--- config.mk ---
export PLATFORM = sky130hd
export DESIGN_NAME = first_fit_block_allocator
export DESIGN_NICKNAME = d
export VERILOG_FILES = /design/src/rtl/ffba_pkg.sv /design/src/rtl/first_fit_block_allocator.sv
export SDC_FILE = /design/constraint.sdc
export NUM_CORES = 2
export LEC_CHECK = 0
export BUFFER_PORTS_ARGS = -buffer_cell sky130_fd_sc_hd__buf_2
export CAP_MARGIN = 20
export CORE_MARGIN = 10
export CORE_UTILIZATION = 50
export CTS_BUF_LIST = sky130_fd_sc_hd__clkbuf_2 sky130_fd_sc_hd__clkbuf_4 sky130_fd_sc_hd__clkbuf_8
export DETAILED_ROUTE_END_ITERATION = 10
export HOLD_SLACK_MARGIN = 0.08
export PLACE_DENSITY = 0.65
export SYNTH_ARGS = -nofsm -noshare
export SYNTH_HDL_FRONTEND = slang
export SYNTH_SLANG_ARGS = --single-unit
export TNS_END_PERCENT = 20
--- constraint.sdc ---
create_clock -name clock -period 12.42 [get_ports clock]
set_input_delay 2.484 -clock clock [delete_from_list [all_inputs] [get_ports clock]]
set_output_delay 2.484 -clock clock [all_outputs]
set_load 0.1 [all_outputs]
--- src/rtl/ffba_pkg.sv ---
package ffba_pkg;

   localparam int ADDR_BITS    = 20;
   localparam int ALIGN_LOG    = 4;
   localparam int ALIGN_BYTES  = 1 << ALIGN_LOG;
   localparam int HEADER_BYTES = 16;
   localparam int MAX_BLOCKS   = 64;
   localparam int IDX_W        = $clog2(MAX_BLOCKS);
   localparam int CNT_W        = IDX_W + 1;
   localparam int OWNER_W      = 16;
   localparam int KIND_W       = 3;
   localparam int STATUS_W     = 3;
   localparam int AW1          = ADDR_BITS + 1;

   localparam logic [KIND_W-1:0] KIND_ADD        = 3'd0;
   localparam logic [KIND_W-1:0] KIND_ALLOC      = 3'd1;
   localparam logic [KIND_W-1:0] KIND_FREE_ADDR  = 3'd2;
   localparam logic [KIND_W-1:0] KIND_FREE_OWNER = 3'd3;
   localparam logic [KIND_W-1:0] KIND_LARGEST    = 3'd4;
   localparam logic [KIND_W-1:0] KIND_SHRINK     = 3'd5;

   localparam logic [STATUS_W-1:0] STAT_OK        = 3'd0;
   localparam logic [STATUS_W-1:0] STAT_SIZE      = 3'd1;
   localparam logic [STATUS_W-1:0] STAT_NO_FIT    = 3'd2;
   localparam logic [STATUS_W-1:0] STAT_NOT_FOUND = 3'd3;
   localparam logic [STATUS_W-1:0] STAT_FULL      = 3'd4;

   typedef struct packed {
      logic [ADDR_BITS-1:0] addr;
      logic [ADDR_BITS-1:0] size;
      logic [OWNER_W-1:0]   owner;
      logic                 granted;
      logic                 pinned;
   } entry_type;

   typedef enum logic [4:0] {
      S_IDLE,
      S_SCAN_RD,
      S_SCAN_EV,
      S_SHU_RD,
      S_SHU_WR,
      S_SHD_RD,
      S_SHD_WR,
      S_ADD_WR,
      S_ALLOC_NEW,
      S_ALLOC_CUR,
      S_REL0,
      S_REL1,
      S_REL2,
      S_REL3,
      S_REL_END,
      S_SHR_CHK,
      S_SHR_EV,
      S_SHR_NOM,
      S_SHR_NEW,
      S_SHR_CUR
   } state_type;

endpackage

--- src/rtl/first_fit_block_allocator.sv ---
// First-fit block allocator over an address-ordered block table.
// Command channel: drive req_* with start high; the command is taken at
// the rising edge where start is high and busy is low. busy stays high
// while the command walks the table.
// Response channel: one beat per command. rsp_valid is high for exactly
// one cycle with rsp_status, rsp_result_address and rsp_largest_free;
// the receiver cannot stall, so it must take the beat in that cycle.
// Table: the block table sits in a RAM with one read port and one write
// port and a registered read. A table scan reads an entry and then checks
// it for each entry visited; opening or closing a slot reads and writes
// each entry moved, and free by owner adds a slot close per merge.
// Commands rejected on their request fields, and undefined commands, answer
// in the cycle after acceptance.
// A new command may be accepted in the cycle its predecessor's beat shows.
// Reset (synchronous, active high) empties the table by clearing the
// block count; table RAM contents are not cleared.
module first_fit_block_allocator (
   input  logic                                  clock,
   input  logic                                  reset,
   input  logic                                  start,
   output logic                                  busy,
   input  logic [ffba_pkg::KIND_W-1:0]           req_kind,
   input  logic [ffba_pkg::ADDR_BITS-1:0]        req_byte_address,
   input  logic [ffba_pkg::ADDR_BITS-1:0]        req_byte_count,
   input  logic [ffba_pkg::OWNER_W-1:0]          req_owner_id,
   output logic                                  rsp_valid,
   output logic [ffba_pkg::STATUS_W-1:0]         rsp_status,
   output logic [ffba_pkg::ADDR_BITS-1:0]        rsp_result_address,
   output logic [ffba_pkg::ADDR_BITS-1:0]        rsp_largest_free
);

   localparam int AB  = ffba_pkg::ADDR_BITS;
   localparam int AW1 = ffba_pkg::AW1;
   localparam int IW  = ffba_pkg::IDX_W;
   localparam int CW  = ffba_pkg::CNT_W;
   localparam logic [AB-1:0]  HDR    = AB'(ffba_pkg::HEADER_BYTES);
   localparam logic [AW1-1:0] HDR1   = AW1'(ffba_pkg::HEADER_BYTES);
   localparam logic [AW1-1:0] AMSK1  = AW1'(ffba_pkg::ALIGN_BYTES - 1);
   localparam logic [CW-1:0]  MAXB   = CW'(ffba_pkg::MAX_BLOCKS);
   localparam logic [AW1:0]   LIMIT  = (AW1 + 1)'(1) << AB;

   ffba_pkg::entry_type mem [ffba_pkg::MAX_BLOCKS];

   ffba_pkg::state_type state_ff, state_in, ret_ff, ret_in;
   logic [ffba_pkg::KIND_W-1:0]    kind_ff, kind_in;
   logic [AB-1:0]                  baddr_ff, baddr_in;
   logic [AB-1:0]                  need_ff, need_in;
   logic [AB-1:0]                  at_ff, at_in;
   logic [AB-1:0]                  tail_ff, tail_in;
   logic [ffba_pkg::OWNER_W-1:0]   owner_ff, owner_in;
   logic [CW-1:0]                  idx_ff, idx_in, kk_ff, kk_in, pos_ff, pos_in, cnt_ff, cnt_in;
   ffba_pkg::entry_type            cur_ff, cur_in, rd_q_ff;
   logic                           split_ff, split_in, any_ff, any_in, merged_ff, merged_in;
   logic [AB-1:0]                  largest_ff, largest_in;
   logic                           rsp_valid_ff, rsp_valid_in;
   logic [ffba_pkg::STATUS_W-1:0]  rsp_status_ff, rsp_status_in;
   logic [AB-1:0]                  rsp_raddr_ff, rsp_raddr_in;
   logic [AB-1:0]                  rsp_largest_ff, rsp_largest_in;

   logic                  rd_en, wr_en;
   logic [IW-1:0]         rd_addr, wr_addr;
   ffba_pkg::entry_type   wr_data;

   logic                           fin;
   logic [ffba_pkg::STATUS_W-1:0]  fin_status;
   logic [AB-1:0]                  fin_raddr, fin_largest;

   logic [ffba_pkg::ALIGN_LOG-1:0] add_rem;
   logic [AW1-1:0] add_step, add_start, add_size, add_trim, need_rnd;
   logic [AW1:0]   add_end;
   logic           add_bad;
   logic [CW-1:0]  idx_p1, idx_m1, kk_p1, kk_m1;
   logic [AB-1:0]  alloc_rest;

   assign add_rem   = req_byte_address[ffba_pkg::ALIGN_LOG-1:0];
   assign add_step  = AW1'(ffba_pkg::ALIGN_BYTES) - AW1'(add_rem);
   assign add_start = (add_rem != '0) ? ({1'b0, req_byte_address} + add_step)
                                      : {1'b0, req_byte_address};
   assign add_size  = (add_rem != '0) ? ({1'b0, req_byte_count} - add_step)
                                      : {1'b0, req_byte_count};
   assign add_trim  = add_size & ~AMSK1;
   assign add_end   = {1'b0, add_start} + {1'b0, add_trim};
   assign add_bad   = ((add_rem != '0) && ({1'b0, req_byte_count} < add_step))
                      || (add_trim < HDR1) || (add_end > LIMIT);
   assign need_rnd  = ({1'b0, req_byte_count} + AMSK1) & ~AMSK1;

   assign idx_p1     = idx_ff + CW'(1);
   assign idx_m1     = idx_ff - CW'(1);
   assign kk_p1      = kk_ff + CW'(1);
   assign kk_m1      = kk_ff - CW'(1);
   assign alloc_rest = rd_q_ff.size - need_ff;

   always_ff @(posedge clock) begin
      if (wr_en) begin
         mem[wr_addr] <= wr_data;
      end
      if (rd_en) begin
         rd_q_ff <= mem[rd_addr];
      end
   end

   always_ff @(posedge clock) begin
      if (reset) begin
         state_ff     <= ffba_pkg::S_IDLE;
         ret_ff       <= ffba_pkg::S_IDLE;
         cnt_ff       <= '0;
         rsp_valid_ff <= 1'b0;
      end else begin
         state_ff     <= state_in;
         ret_ff       <= ret_in;
         cnt_ff       <= cnt_in;
         rsp_valid_ff <= rsp_valid_in;
      end
   end

   always_ff @(posedge clock) begin
      kind_ff        <= kind_in;
      baddr_ff       <= baddr_in;
      need_ff        <= need_in;
      at_ff          <= at_in;
      tail_ff        <= tail_in;
      owner_ff       <= owner_in;
      idx_ff         <= idx_in;
      kk_ff          <= kk_in;
      pos_ff         <= pos_in;
      cur_ff         <= cur_in;
      split_ff       <= split_in;
      any_ff         <= any_in;
      merged_ff      <= merged_in;
      largest_ff     <= largest_in;
      rsp_status_ff  <= rsp_status_in;
      rsp_raddr_ff   <= rsp_raddr_in;
      rsp_largest_ff <= rsp_largest_in;
   end

   always_comb begin
      state_in       = state_ff;
      ret_in         = ret_ff;
      kind_in        = kind_ff;
      baddr_in       = baddr_ff;
      need_in        = need_ff;
      at_in          = at_ff;
      tail_in        = tail_ff;
      owner_in       = owner_ff;
      idx_in         = idx_ff;
      kk_in          = kk_ff;
      pos_in         = pos_ff;
      cnt_in         = cnt_ff;
      cur_in         = cur_ff;
      split_in       = split_ff;
      any_in         = any_ff;
      merged_in      = merged_ff;
      largest_in     = largest_ff;
      rsp_valid_in   = 1'b0;
      rsp_status_in  = rsp_status_ff;
      rsp_raddr_in   = rsp_raddr_ff;
      rsp_largest_in = rsp_largest_ff;
      rd_en          = 1'b0;
      rd_addr        = idx_ff[IW-1:0];
      wr_en          = 1'b0;
      wr_addr        = idx_ff[IW-1:0];
      wr_data        = cur_ff;
      fin            = 1'b0;
      fin_status     = ffba_pkg::STAT_OK;
      fin_raddr      = '0;
      fin_largest    = '0;

      case (state_ff)
         ffba_pkg::S_IDLE: begin
            if (start) begin
               kind_in    = req_kind;
               baddr_in   = req_byte_address;
               owner_in   = req_owner_id;
               idx_in     = '0;
               any_in     = 1'b0;
               largest_in = '0;
               case (req_kind)
                  ffba_pkg::KIND_ADD: begin
                     if (add_bad) begin
                        fin        = 1'b1;
                        fin_status = ffba_pkg::STAT_SIZE;
                     end else if (cnt_ff >= MAXB) begin
                        fin        = 1'b1;
                        fin_status = ffba_pkg::STAT_FULL;
                     end else begin
                        need_in  = add_start[AB-1:0];
                        tail_in  = add_trim[AB-1:0] - HDR;
                        state_in = ffba_pkg::S_SCAN_RD;
                     end
                  end
                  ffba_pkg::KIND_ALLOC, ffba_pkg::KIND_SHRINK: begin
                     if (need_rnd[AB]) begin
                        fin        = 1'b1;
                        fin_status = ffba_pkg::STAT_SIZE;
                     end else begin
                        need_in  = need_rnd[AB-1:0];
                        state_in = ffba_pkg::S_SCAN_RD;
                     end
                  end
                  ffba_pkg::KIND_FREE_ADDR, ffba_pkg::KIND_FREE_OWNER,
                  ffba_pkg::KIND_LARGEST: begin
                     state_in = ffba_pkg::S_SCAN_RD;
                  end
                  default: begin
                     fin = 1'b1;
                  end
               endcase
            end
         end

         ffba_pkg::S_SCAN_RD: begin
            if (idx_ff < cnt_ff) begin
               rd_en    = 1'b1;
               state_in = ffba_pkg::S_SCAN_EV;
            end else begin
               case (kind_ff)
                  ffba_pkg::KIND_ADD: begin
                     pos_in   = cnt_ff;
                     kk_in    = cnt_ff;
                     ret_in   = ffba_pkg::S_ADD_WR;
                     state_in = ffba_pkg::S_SHU_RD;
                  end
                  ffba_pkg::KIND_ALLOC: begin
                     fin        = 1'b1;
                     fin_status = ffba_pkg::STAT_NO_FIT;
                  end
                  ffba_pkg::KIND_FREE_ADDR, ffba_pkg::KIND_SHRINK: begin
                     fin        = 1'b1;
                     fin_status = ffba_pkg::STAT_NOT_FOUND;
                  end
                  ffba_pkg::KIND_FREE_OWNER: begin
                     fin        = 1'b1;
                     fin_status = any_ff ? ffba_pkg::STAT_OK : ffba_pkg::STAT_NOT_FOUND;
                  end
                  ffba_pkg::KIND_LARGEST: begin
                     fin         = 1'b1;
                     fin_largest = largest_ff;
                  end
                  default: begin
                     fin = 1'b1;
                  end
               endcase
            end
         end

         ffba_pkg::S_SCAN_EV: begin
            state_in = ffba_pkg::S_SCAN_RD;
            case (kind_ff)
               ffba_pkg::KIND_ADD: begin
                  if (need_ff >= rd_q_ff.addr) begin
                     idx_in = idx_p1;
                  end else begin
                     pos_in   = idx_ff;
                     kk_in    = cnt_ff;
                     ret_in   = ffba_pkg::S_ADD_WR;
                     state_in = ffba_pkg::S_SHU_RD;
                  end
               end
               ffba_pkg::KIND_ALLOC: begin
                  if (!rd_q_ff.granted && (rd_q_ff.size >= need_ff)) begin
                     cur_in   = rd_q_ff;
                     at_in    = rd_q_ff.addr + HDR + need_ff;
                     tail_in  = alloc_rest - HDR;
                     split_in = (alloc_rest > HDR) && (cnt_ff < MAXB);
                     if ((alloc_rest > HDR) && (cnt_ff < MAXB)) begin
                        pos_in   = idx_p1;
                        kk_in    = cnt_ff;
                        ret_in   = ffba_pkg::S_ALLOC_NEW;
                        state_in = ffba_pkg::S_SHU_RD;
                     end else begin
                        state_in = ffba_pkg::S_ALLOC_CUR;
                     end
                  end else begin
                     idx_in = idx_p1;
                  end
               end
               ffba_pkg::KIND_FREE_ADDR, ffba_pkg::KIND_SHRINK: begin
                  if (({1'b0, rd_q_ff.addr} + HDR1) == {1'b0, baddr_ff}) begin
                     cur_in   = rd_q_ff;
                     state_in = (kind_ff == ffba_pkg::KIND_SHRINK) ? ffba_pkg::S_SHR_CHK
                                                                  : ffba_pkg::S_REL0;
                  end else begin
                     idx_in = idx_p1;
                  end
               end
               ffba_pkg::KIND_FREE_OWNER: begin
                  if (rd_q_ff.granted && (rd_q_ff.owner == owner_ff)) begin
                     any_in   = 1'b1;
                     cur_in   = rd_q_ff;
                     state_in = ffba_pkg::S_REL0;
                  end else begin
                     idx_in = idx_p1;
                  end
               end
               ffba_pkg::KIND_LARGEST: begin
                  if (!rd_q_ff.granted && (rd_q_ff.size > largest_ff)) begin
                     largest_in = rd_q_ff.size;
                  end
                  idx_in = idx_p1;
               end
               default: begin
                  fin = 1'b1;
               end
            endcase
         end

         // open a slot at pos: move entries up, last first
         ffba_pkg::S_SHU_RD: begin
            if (kk_ff > pos_ff) begin
               rd_en    = 1'b1;
               rd_addr  = kk_m1[IW-1:0];
               state_in = ffba_pkg::S_SHU_WR;
            end else begin
               cnt_in   = cnt_ff + CW'(1);
               state_in = ret_ff;
            end
         end
         ffba_pkg::S_SHU_WR: begin
            wr_en    = 1'b1;
            wr_addr  = kk_ff[IW-1:0];
            wr_data  = rd_q_ff;
            kk_in    = kk_m1;
            state_in = ffba_pkg::S_SHU_RD;
         end

         // close the slot at kk: move entries down
         ffba_pkg::S_SHD_RD: begin
            if (kk_p1 < cnt_ff) begin
               rd_en    = 1'b1;
               rd_addr  = kk_p1[IW-1:0];
               state_in = ffba_pkg::S_SHD_WR;
            end else begin
               cnt_in   = cnt_ff - CW'(1);
               state_in = ret_ff;
            end
         end
         ffba_pkg::S_SHD_WR: begin
            wr_en    = 1'b1;
            wr_addr  = kk_ff[IW-1:0];
            wr_data  = rd_q_ff;
            kk_in    = kk_p1;
            state_in = ffba_pkg::S_SHD_RD;
         end

         ffba_pkg::S_ADD_WR: begin
            wr_en           = 1'b1;
            wr_addr         = pos_ff[IW-1:0];
            wr_data.addr    = need_ff;
            wr_data.size    = tail_ff;
            wr_data.owner   = '0;
            wr_data.granted = 1'b0;
            wr_data.pinned  = 1'b1;
            fin             = 1'b1;
         end

         ffba_pkg::S_ALLOC_NEW: begin
            wr_en           = 1'b1;
            wr_addr         = idx_p1[IW-1:0];
            wr_data.addr    = at_ff;
            wr_data.size    = tail_ff;
            wr_data.owner   = '0;
            wr_data.granted = 1'b0;
            wr_data.pinned  = 1'b0;
            state_in        = ffba_pkg::S_ALLOC_CUR;
         end
         ffba_pkg::S_ALLOC_CUR: begin
            wr_en           = 1'b1;
            wr_data.granted = 1'b1;
            wr_data.owner   = owner_ff;
            wr_data.size    = split_ff ? need_ff : cur_ff.size;
            fin             = 1'b1;
            fin_raddr       = cur_ff.addr + HDR;
         end

         // release entry idx held in cur
         ffba_pkg::S_REL0: begin
            cur_in.granted = 1'b0;
            if (idx_p1 < cnt_ff) begin
               rd_en    = 1'b1;
               rd_addr  = idx_p1[IW-1:0];
               state_in = ffba_pkg::S_REL1;
            end else begin
               state_in = ffba_pkg::S_REL2;
            end
         end
         ffba_pkg::S_REL1: begin
            state_in = ffba_pkg::S_REL2;
            if (!rd_q_ff.granted && !rd_q_ff.pinned) begin
               cur_in.size = cur_ff.size + rd_q_ff.size + HDR;
               kk_in       = idx_p1;
               ret_in      = ffba_pkg::S_REL2;
               state_in    = ffba_pkg::S_SHD_RD;
            end
         end
         ffba_pkg::S_REL2: begin
            wr_en = 1'b1;
            if (!cur_ff.pinned && (idx_ff != '0)) begin
               rd_en    = 1'b1;
               rd_addr  = idx_m1[IW-1:0];
               state_in = ffba_pkg::S_REL3;
            end else begin
               merged_in = 1'b0;
               state_in  = ffba_pkg::S_REL_END;
            end
         end
         ffba_pkg::S_REL3: begin
            merged_in = 1'b0;
            state_in  = ffba_pkg::S_REL_END;
            if (!rd_q_ff.granted) begin
               wr_en        = 1'b1;
               wr_addr      = idx_m1[IW-1:0];
               wr_data      = rd_q_ff;
               wr_data.size = rd_q_ff.size + cur_ff.size + HDR;
               merged_in    = 1'b1;
               kk_in        = idx_ff;
               ret_in       = ffba_pkg::S_REL_END;
               state_in     = ffba_pkg::S_SHD_RD;
            end
         end
         ffba_pkg::S_REL_END: begin
            if (kind_ff == ffba_pkg::KIND_FREE_OWNER) begin
               if (!merged_ff) begin
                  idx_in = idx_p1;
               end
               state_in = ffba_pkg::S_SCAN_RD;
            end else begin
               fin = 1'b1;
            end
         end

         ffba_pkg::S_SHR_CHK: begin
            if ({1'b0, cur_ff.size} < ({1'b0, need_ff} + HDR1)) begin
               fin        = 1'b1;
               fin_status = ffba_pkg::STAT_SIZE;
            end else begin
               tail_in = cur_ff.size - need_ff - HDR;
               at_in   = cur_ff.addr + HDR + need_ff;
               if (idx_p1 < cnt_ff) begin
                  rd_en    = 1'b1;
                  rd_addr  = idx_p1[IW-1:0];
                  state_in = ffba_pkg::S_SHR_EV;
               end else begin
                  state_in = ffba_pkg::S_SHR_NOM;
               end
            end
         end
         ffba_pkg::S_SHR_EV: begin
            if (!rd_q_ff.granted && !rd_q_ff.pinned) begin
               wr_en        = 1'b1;
               wr_addr      = idx_p1[IW-1:0];
               wr_data      = rd_q_ff;
               wr_data.addr = at_ff;
               wr_data.size = rd_q_ff.size + tail_ff + HDR;
               state_in     = ffba_pkg::S_SHR_CUR;
            end else begin
               state_in = ffba_pkg::S_SHR_NOM;
            end
         end
         ffba_pkg::S_SHR_NOM: begin
            if (cnt_ff >= MAXB) begin
               fin        = 1'b1;
               fin_status = ffba_pkg::STAT_FULL;
            end else begin
               pos_in   = idx_p1;
               kk_in    = cnt_ff;
               ret_in   = ffba_pkg::S_SHR_NEW;
               state_in = ffba_pkg::S_SHU_RD;
            end
         end
         ffba_pkg::S_SHR_NEW: begin
            wr_en           = 1'b1;
            wr_addr         = idx_p1[IW-1:0];
            wr_data.addr    = at_ff;
            wr_data.size    = tail_ff;
            wr_data.owner   = '0;
            wr_data.granted = 1'b0;
            wr_data.pinned  = 1'b0;
            state_in        = ffba_pkg::S_SHR_CUR;
         end
         ffba_pkg::S_SHR_CUR: begin
            wr_en        = 1'b1;
            wr_data.size = need_ff;
            fin          = 1'b1;
         end

         default: begin
            state_in = ffba_pkg::S_IDLE;
         end
      endcase

      if (fin) begin
         rsp_valid_in   = 1'b1;
         rsp_status_in  = fin_status;
         rsp_raddr_in   = fin_raddr;
         rsp_largest_in = fin_largest;
         state_in       = ffba_pkg::S_IDLE;
      end
   end

   assign busy               = (state_ff != ffba_pkg::S_IDLE);
   assign rsp_valid          = rsp_valid_ff;
   assign rsp_status         = rsp_status_ff;
   assign rsp_result_address = rsp_raddr_ff;
   assign rsp_largest_free   = rsp_largest_ff;

`ifndef ASSERT_OFF
   a_cnt_bound: assert property (@(posedge clock) disable iff (reset)
      cnt_ff <= MAXB)
      else $error("block count above table depth");

   a_rw_collide: assert property (@(posedge clock) disable iff (reset)
      (rd_en && wr_en) |-> (rd_addr != wr_addr))
      else $error("read and write of same entry in one cycle");

   a_beat_idle: assert property (@(posedge clock) disable iff (reset)
      rsp_valid_ff |-> !busy)
      else $error("response beat while still busy");

   a_one_beat: assert property (@(posedge clock) disable iff (reset)
      (start && !busy) |=> !busy || !rsp_valid_ff)
      else $error("response beat and busy together after accept");
`endif

endmodule

[Word-level counts from Yosys, hierarchy flattened]
Memories as Yosys holds them, arrays and structs flattened. A register that Yosys moved wholly into a read port is not among the register bits.
Index checks and enable logic that the tools add are counted.
Widths: inputs -> output; s select.
Storage, ports and cells
  output and inout bits: 45
  bits in writable memories: 3712
  ROM bits: 0
  bits in registers: 262
  word-level logic and storage cells: 352
  bits in latches: 0
  input port bits: 62
  memories kept: 1
Memory list
  mem: words 64, width 58, read ports 1, clocked after memory_dff 1, wr ports 1, RTL line first_fit_block_allocator.sv:42  | ffba_pkg::entry_type mem [ffba_pkg::MAX_BLOCKS];
Operators by class
  shifts and indexed selects: 0
  equality and inequality tests: 75
  divide/modulo/power cells: 0
  $mul: 0
  magnitude comparators: 14
  muxes and demuxes: 149
  bitwise logic cells: 3
  reduce and logical (&&, ||, !) cells: 59
  add/subtract/negate cells: 26
Operators by type and width (count)
  $mux 20: 18
  $mux 58: 5
  $pmux 58 s3: 1
  $pmux 20 s2: 4
  $mux 7: 21
  $pmux 20 s6: 1
  $pmux 20 s5: 1
  $mux 5: 19
  $pmux 5 s18: 1
  $pmux 17 s5: 1
  $add 20x20->20: 4
  $add 20x5->20 const B: 4
  $pmux 20 s3: 1
  $pmux 6 s5: 2
  $sub 20x5->20 const B: 3
  $pmux 7 s7: 1
  $ne 2x2->1 const B: 24
  $add 20x5->21 const B: 2
  $lt 20x21->1: 2
  $mux 21: 2
  $mux 6: 7
  $pmux 7 s2: 3
  $pmux 7 s3: 2
  $eq 5x4->1 const B: 8
  72 further kinds: 189

[Longest topological paths before layout]
  depth in word-level cells: 11
  gate-level depth with buffers: 26

[Worst setup path before layout]
No wires, ideal clock.
  kind: in2reg
  from: input req_byte_address[1] (netlist name)
  to: register rsp_largest_ff[0] (netlist: rsp_largest_free[0]) (enable)
  cell stages on the path: 26
  setup time: 452 ps
  data arrival time: 9749 ps
  path slack: 2218 ps
  path buffers: 1
  path through: clkbuf_1 > inv_1 > ha_1 > or3b_1 > clkinv_1 > ha_1 > or2_2 > a311oi_1 > nor2_1 > nand2_1 > xor2_1 > inv_1 > ha_1 > a21o_1 > a21o_1 > a21o_1 > a21oi_1 > a31oi_1 > o311ai_1 > a311oi_2 > a2111oi_0 > or3_1 > o41ai_2 > a221oi_2 > nor3_1 > o21bai_1
Between the ends
  word-level cells in the longest chain between the ends: 10
  elaborated cells on any way between the ends: 17
  those cells by class: add/sub (4); order compare (3); mux (6); reduce/logical (4)
RTL lines
  from (decl): RTL line first_fit_block_allocator.sv:23  | input logic [ffba_pkg::ADDR_BITS-1:0] req_byte_address,
  $sub 5x4->6: RTL line first_fit_block_allocator.sv:76  | assign add_step = AW1'(ffba_pkg::ALIGN_BYTES) - AW1'(add_rem);
  $add 20x21->21 or $sub 20x21->21 (tied branches): RTL line first_fit_block_allocator.sv:77, first_fit_block_allocator.sv:79
  $mux 21 (on tied branches): RTL line first_fit_block_allocator.sv:77, first_fit_block_allocator.sv:79
  $add 21x21->22 or $lt 21x5->1 (tied branches): RTL line first_fit_block_allocator.sv:82, first_fit_block_allocator.sv:84
  $gt 22x21->1 or $logic_or 1x1->1 (tied branches): RTL line first_fit_block_allocator.sv:84  | || (add_trim < HDR1) || (add_end > LIMIT);
  $logic_or 1x1->1 (*): RTL line first_fit_block_allocator.sv:84
  $mux 1 (*): RTL line first_fit_block_allocator.sv:179  | if (add_bad) begin
  $pmux 1 s3 (*): RTL line first_fit_block_allocator.sv:177  | case (req_kind)
  $mux 1 (*): RTL line first_fit_block_allocator.sv:170  | if (start) begin
  $pmux 1 s7 (*): RTL line first_fit_block_allocator.sv:168  | case (state_ff)
  named net fin: RTL line first_fit_block_allocator.sv:64  | logic fin;
  to (signal assigned): RTL line first_fit_block_allocator.sv:133  | rsp_largest_ff <= rsp_largest_in;
  to (decl): RTL line first_fit_block_allocator.sv:58  | logic [AB-1:0] rsp_largest_ff, rsp_largest_in;
The timed path passes the listed nets; every way through them passes the cells marked *.
A chain may end at the register's enable or synchronous reset.

[Worst setup path in the final report]
  from: input req_byte_address[0] (netlist name)
  to: register tail_ff[7] (enable)
Between the ends
  word-level cells in the longest chain between the ends: 8
  elaborated cells on any way between the ends: 15
  those cells by class: add/sub (4); order compare (3); eq/ne (1); mux (2); reduce/logical (5)
RTL lines
  $sub 5x4->6: RTL line first_fit_block_allocator.sv:76
  $add 20x21->21 or $sub 20x21->21 (tied branches): RTL line first_fit_block_allocator.sv:77, first_fit_block_allocator.sv:79
  $mux 21 (on tied branches): RTL line first_fit_block_allocator.sv:77, first_fit_block_allocator.sv:79
  $add 21x21->22 or $lt 21x5->1 (tied branches): RTL line first_fit_block_allocator.sv:82, first_fit_block_allocator.sv:84
  $gt 22x21->1 or $logic_or 1x1->1 (tied branches): RTL line first_fit_block_allocator.sv:84
  $logic_or 1x1->1 (*): RTL line first_fit_block_allocator.sv:84
  $ne 2x2->1 (no source line) (*)
  $reduce_and 8->1 (no source line) (*)
  to (signal assigned): RTL line first_fit_block_allocator.sv:121  | tail_ff <= tail_in;
  to (decl): RTL line first_fit_block_allocator.sv:49  | logic [AB-1:0] tail_ff, tail_in;
Every way passes the cells marked *; elsewhere a longest branch is shown, timed or not.

==> results.cfg <==
[outcome]
status = finished, final reports clean

[sta]
hold_viol = 0
period_minus_slack_ns = 9.89
max_freq_mhz = 101
rsz0062_at_grt = no
maxSlewViolCount = 0
fin_skew_ns = 0.0897
setup_viol = 0
tightestPinTransition_ns = 1.37
post-route-period-util_pct = 79.6
finalSetupTns_ns = 0
slew_headroom_pct = 8.56

[synthesis]
yosys.area.top_type = edfxtp_1
ys_types = 93
syn_area_mm2 = 0.169
netlist_top_cells_area = edfxtp_1 71%, mux4_2 6.2%, nand2_1 3.7%
synthTopCellsByCount = 4014 x edfxtp_1, 1673 x nand2_1, 567 x nand3_1
synth-main-ff-cell = edfxtp_1
yosysWarnings = 0
ys_seq_elements = 4032
synth_edf_count = 4014
yosysSeqAreaShare_pct = 71.6
synth.most_common_cell = edfxtp_1
avgSynthCellArea_um2 = 15.4
async_flop_share_pct = 0
synth_top_area_share_pct = 71.4
synthCells = 11000
syn_nets = 11300

[floorplan]
start_util_pct = 50.2
fp-row-count = 213
io_pins = 107
fp.dieH_um = 601
core-area_mm2 = 0.337
dieWidth_um = 601
dieArea_mm2 = 0.361

[flow_run]
drv_cap = 0

[route]
routedWlPerCell_um = 32.3
dr_total_vias = 106000
viasPerCell = 6.45
drc_errors = 0
drtPass1Iterations = 6
ant_nets = 0
wl_mm = 530
drt_iter0_markers = 14800

[grt]
globalRouteOverflowTotal = 0
grt_pass1_vias = 103000
grt_max_degree = 178
grtUsageTotal_pct = 28.3
antenna_found_initial = 17
grt_pass1_wl_mm = 750

[worst_setup_path]
timing.rr.start = need_ff[5]
slowest_stage = a21o_1
r2r_end = rd_q_ff[48]
start_kind = input pin
cp.arrival_ns = 10.68
r2r_slack_ns = 4.07
critPathBufInv = 4
endpoint_kind = register
required_ns = 13.22
reg2regPathDepth = 20
cpMostUsedCell = a21o_1
critPathMaxFanout = 20
critical_path_class = in2reg
cp.depth = 26
critPathMaxStageDelay_ns = 0.71
critical-path-top-delay-family = compound AO/OA/AOI/OAI gates

[clocking]
holdBufCountCts = 0
cts_inserted_buffers = 643
cts_max_path_buffers = 4
clk_pin_slew_worst_paths_ns = 0.05
cts_resized = 0
cts_tree = done
clk_latency_ns = 1.24
clock_sinks = 4032
ctsRootBufferMaster = clkbuf_8
cts-htree-levels = 6
cts_setup_buffers = 0

[min_path]
hp-start = ret_ff[0]
hold_class = reg2reg
min_to = ret_ff[0]
min_path_cells = 2

[cells_and_area]
num-nets-final = 11800
synthToLayoutAreaGrowth_pct = 11.9
drive_above_1_share_pct = 17.1

[placed_design]
gp_congestion = 0.902
hpwl_mm = 293
io_buffers = 106

[power]
p_leak_nw = 63.0
finalPower_mw = 36.9
power_density_mw_per_mm2 = 195
vdd_drop_max_uv = 264
[cell usage in the layout, fill, tap and decap left out, types with 23 or more instances in the layout]
cell type | netlist | routed
a21o_1 | 49 | 49
a21oi_1 | 414 | 407
a221o_1 | 25 | 24
a222oi_1 | 44 | 44
a22oi_1 | 264 | 263
a31oi_1 | 25 | 25
a32oi_1 | 235 | 235
and2_1 | 73 | 71
and3_1 | 35 | 35
buf_12 | 0 | 31
buf_2 | 4 | 106
buf_4 | 1 | 277
clkbuf_4 | 0 | 203
clkbuf_8 | 0 | 649
clkinv_1 | 1 | 132
clkinv_2 | 0 | 51
edfxtp_1 | 4014 | 4014
ha_1 | 304 | 304
inv_1 | 252 | 251
mux2i_1 | 247 | 247
mux4_2 | 465 | 465
nand2_1 | 1673 | 1659
nand2b_1 | 41 | 41
nand3_1 | 567 | 562
nand4_1 | 266 | 266
nor2_1 | 303 | 231
nor2_4 | 0 | 70
nor2b_1 | 44 | 43
nor3_1 | 94 | 91
nor4_1 | 25 | 24
o21a_1 | 43 | 43
o21ai_0 | 157 | 153
o31ai_1 | 24 | 23
or3_1 | 38 | 38
or4_1 | 69 | 69
xnor2_1 | 146 | 146
xor2_1 | 102 | 102
[per-layer routing]
| metal | wire length (um) | track usage [%] | vias to the layer above |
|---|---|---|---|
| li1 | - | - | 43900 |
| met1 | 199000 | 38.5 | 53900 |
| met2 | 246000 | 44.7 | 6685 |
| met3 | 60700 | 5.97 | 1326 |
| met4 | 25400 | 11.6 | 8 |
| met5 | 43 | 0 | - |
[worst register-to-register path, cell delays in order, from the launching register on]
cell and delay, ns:
edfxtp_1 0.84, ha_1 0.34, nand2_1 0.09, nor2_1 0.35, nand2_1 0.12, xnor2_1 0.19
ha_1 0.27, a2111oi_0 0.76, nand3_1 0.15, o21ai_0 0.27, buf_4 0.22, o31ai_1 0.09
buf_4 0.19, nor3_1 0.22, o22a_4 0.51, buf_4 0.87, buf_4 0.91, mux4_2 0.65
a22oi_1 0.32, a21oi_1 0.16, or4_1 0.54
[registers in the layout, indices dropped and copies added, names as in the netlist, 5 cells and up]
signal and cells:
need_ff 20, rsp_result_address 20, tail_ff 20, pos_ff 7
idx_ff 7, ret_ff 5, cur_ff 58, baddr_ff 20
state_ff 5, cnt_ff 7, largest_ff 20, kk_ff 7
mem 3712, rsp_largest_free 20, owner_ff 16, rd_q_ff 58
at_ff 20
[per-stage QoR]
stage | instances | util [%] | hold WS, ns | setup WS [ns] | cell area [um^2]
5_1_grt | 16400 | 56.1 | 0.518 | 2.07 | 189000
3_3_place_gp | 15300 | 52.4 | 0.460 | 1.15 | 176000
3_5_place_dp | 15300 | 52.4 | 0.471 | 1.33 | 176000
2_1_floorplan | 11000 | - | 0.450 | 2.22 | 169000
6_report | 16400 | 56.1 | 0.482 | 2.53 | 189000
4_1_cts | 16400 | 56.1 | 0.479 | 2.59 | 189000
[layout make-up]
type,instances,area [um^2]
antenna,4,10.0
clock buffer,852,10500
clock inverter,255,1950
fill,26000,148000
inverter,253,950
multi-input combinational,6074,45700
sequential,4032,121000
tap,4515,5650
timing repair buffer,420,3370
[report_power, final]
group          switching, mW  leakage, nW  internal [mW]  total (mW)
Combinational           6.57         20.2           3.29        9.86
Sequential             0.314         36.3           15.5        15.8
Clock                   5.31         6.53           5.90        11.2
[cells by family after synthesis]
family,count (synthesis),synth area share (%)
DFF,4032,71.6
adders and majority gates,314,2.37
xor gates and xnor gates,250,1.31
buffers and inverters,866,1.94
and+or+nand+nor,3290,8.87
muxes,717,7.70
AOI/OAI and AO/OA,1503,6.23
[worst max path at each step]
stage,to,startpoint
after global routing,tail_ff[1],req_byte_address[0]
final,tail_ff[7],req_byte_address[0]
after detailed placement,tail_ff[18],req_byte_address[0]
after floorplan,rsp_largest_free[0],req_byte_address[1]
after CTS,tail_ff[1],req_byte_address[0]
after global placement,tail_ff[19],req_byte_address[0]
(Power assumes the default switching activity.)
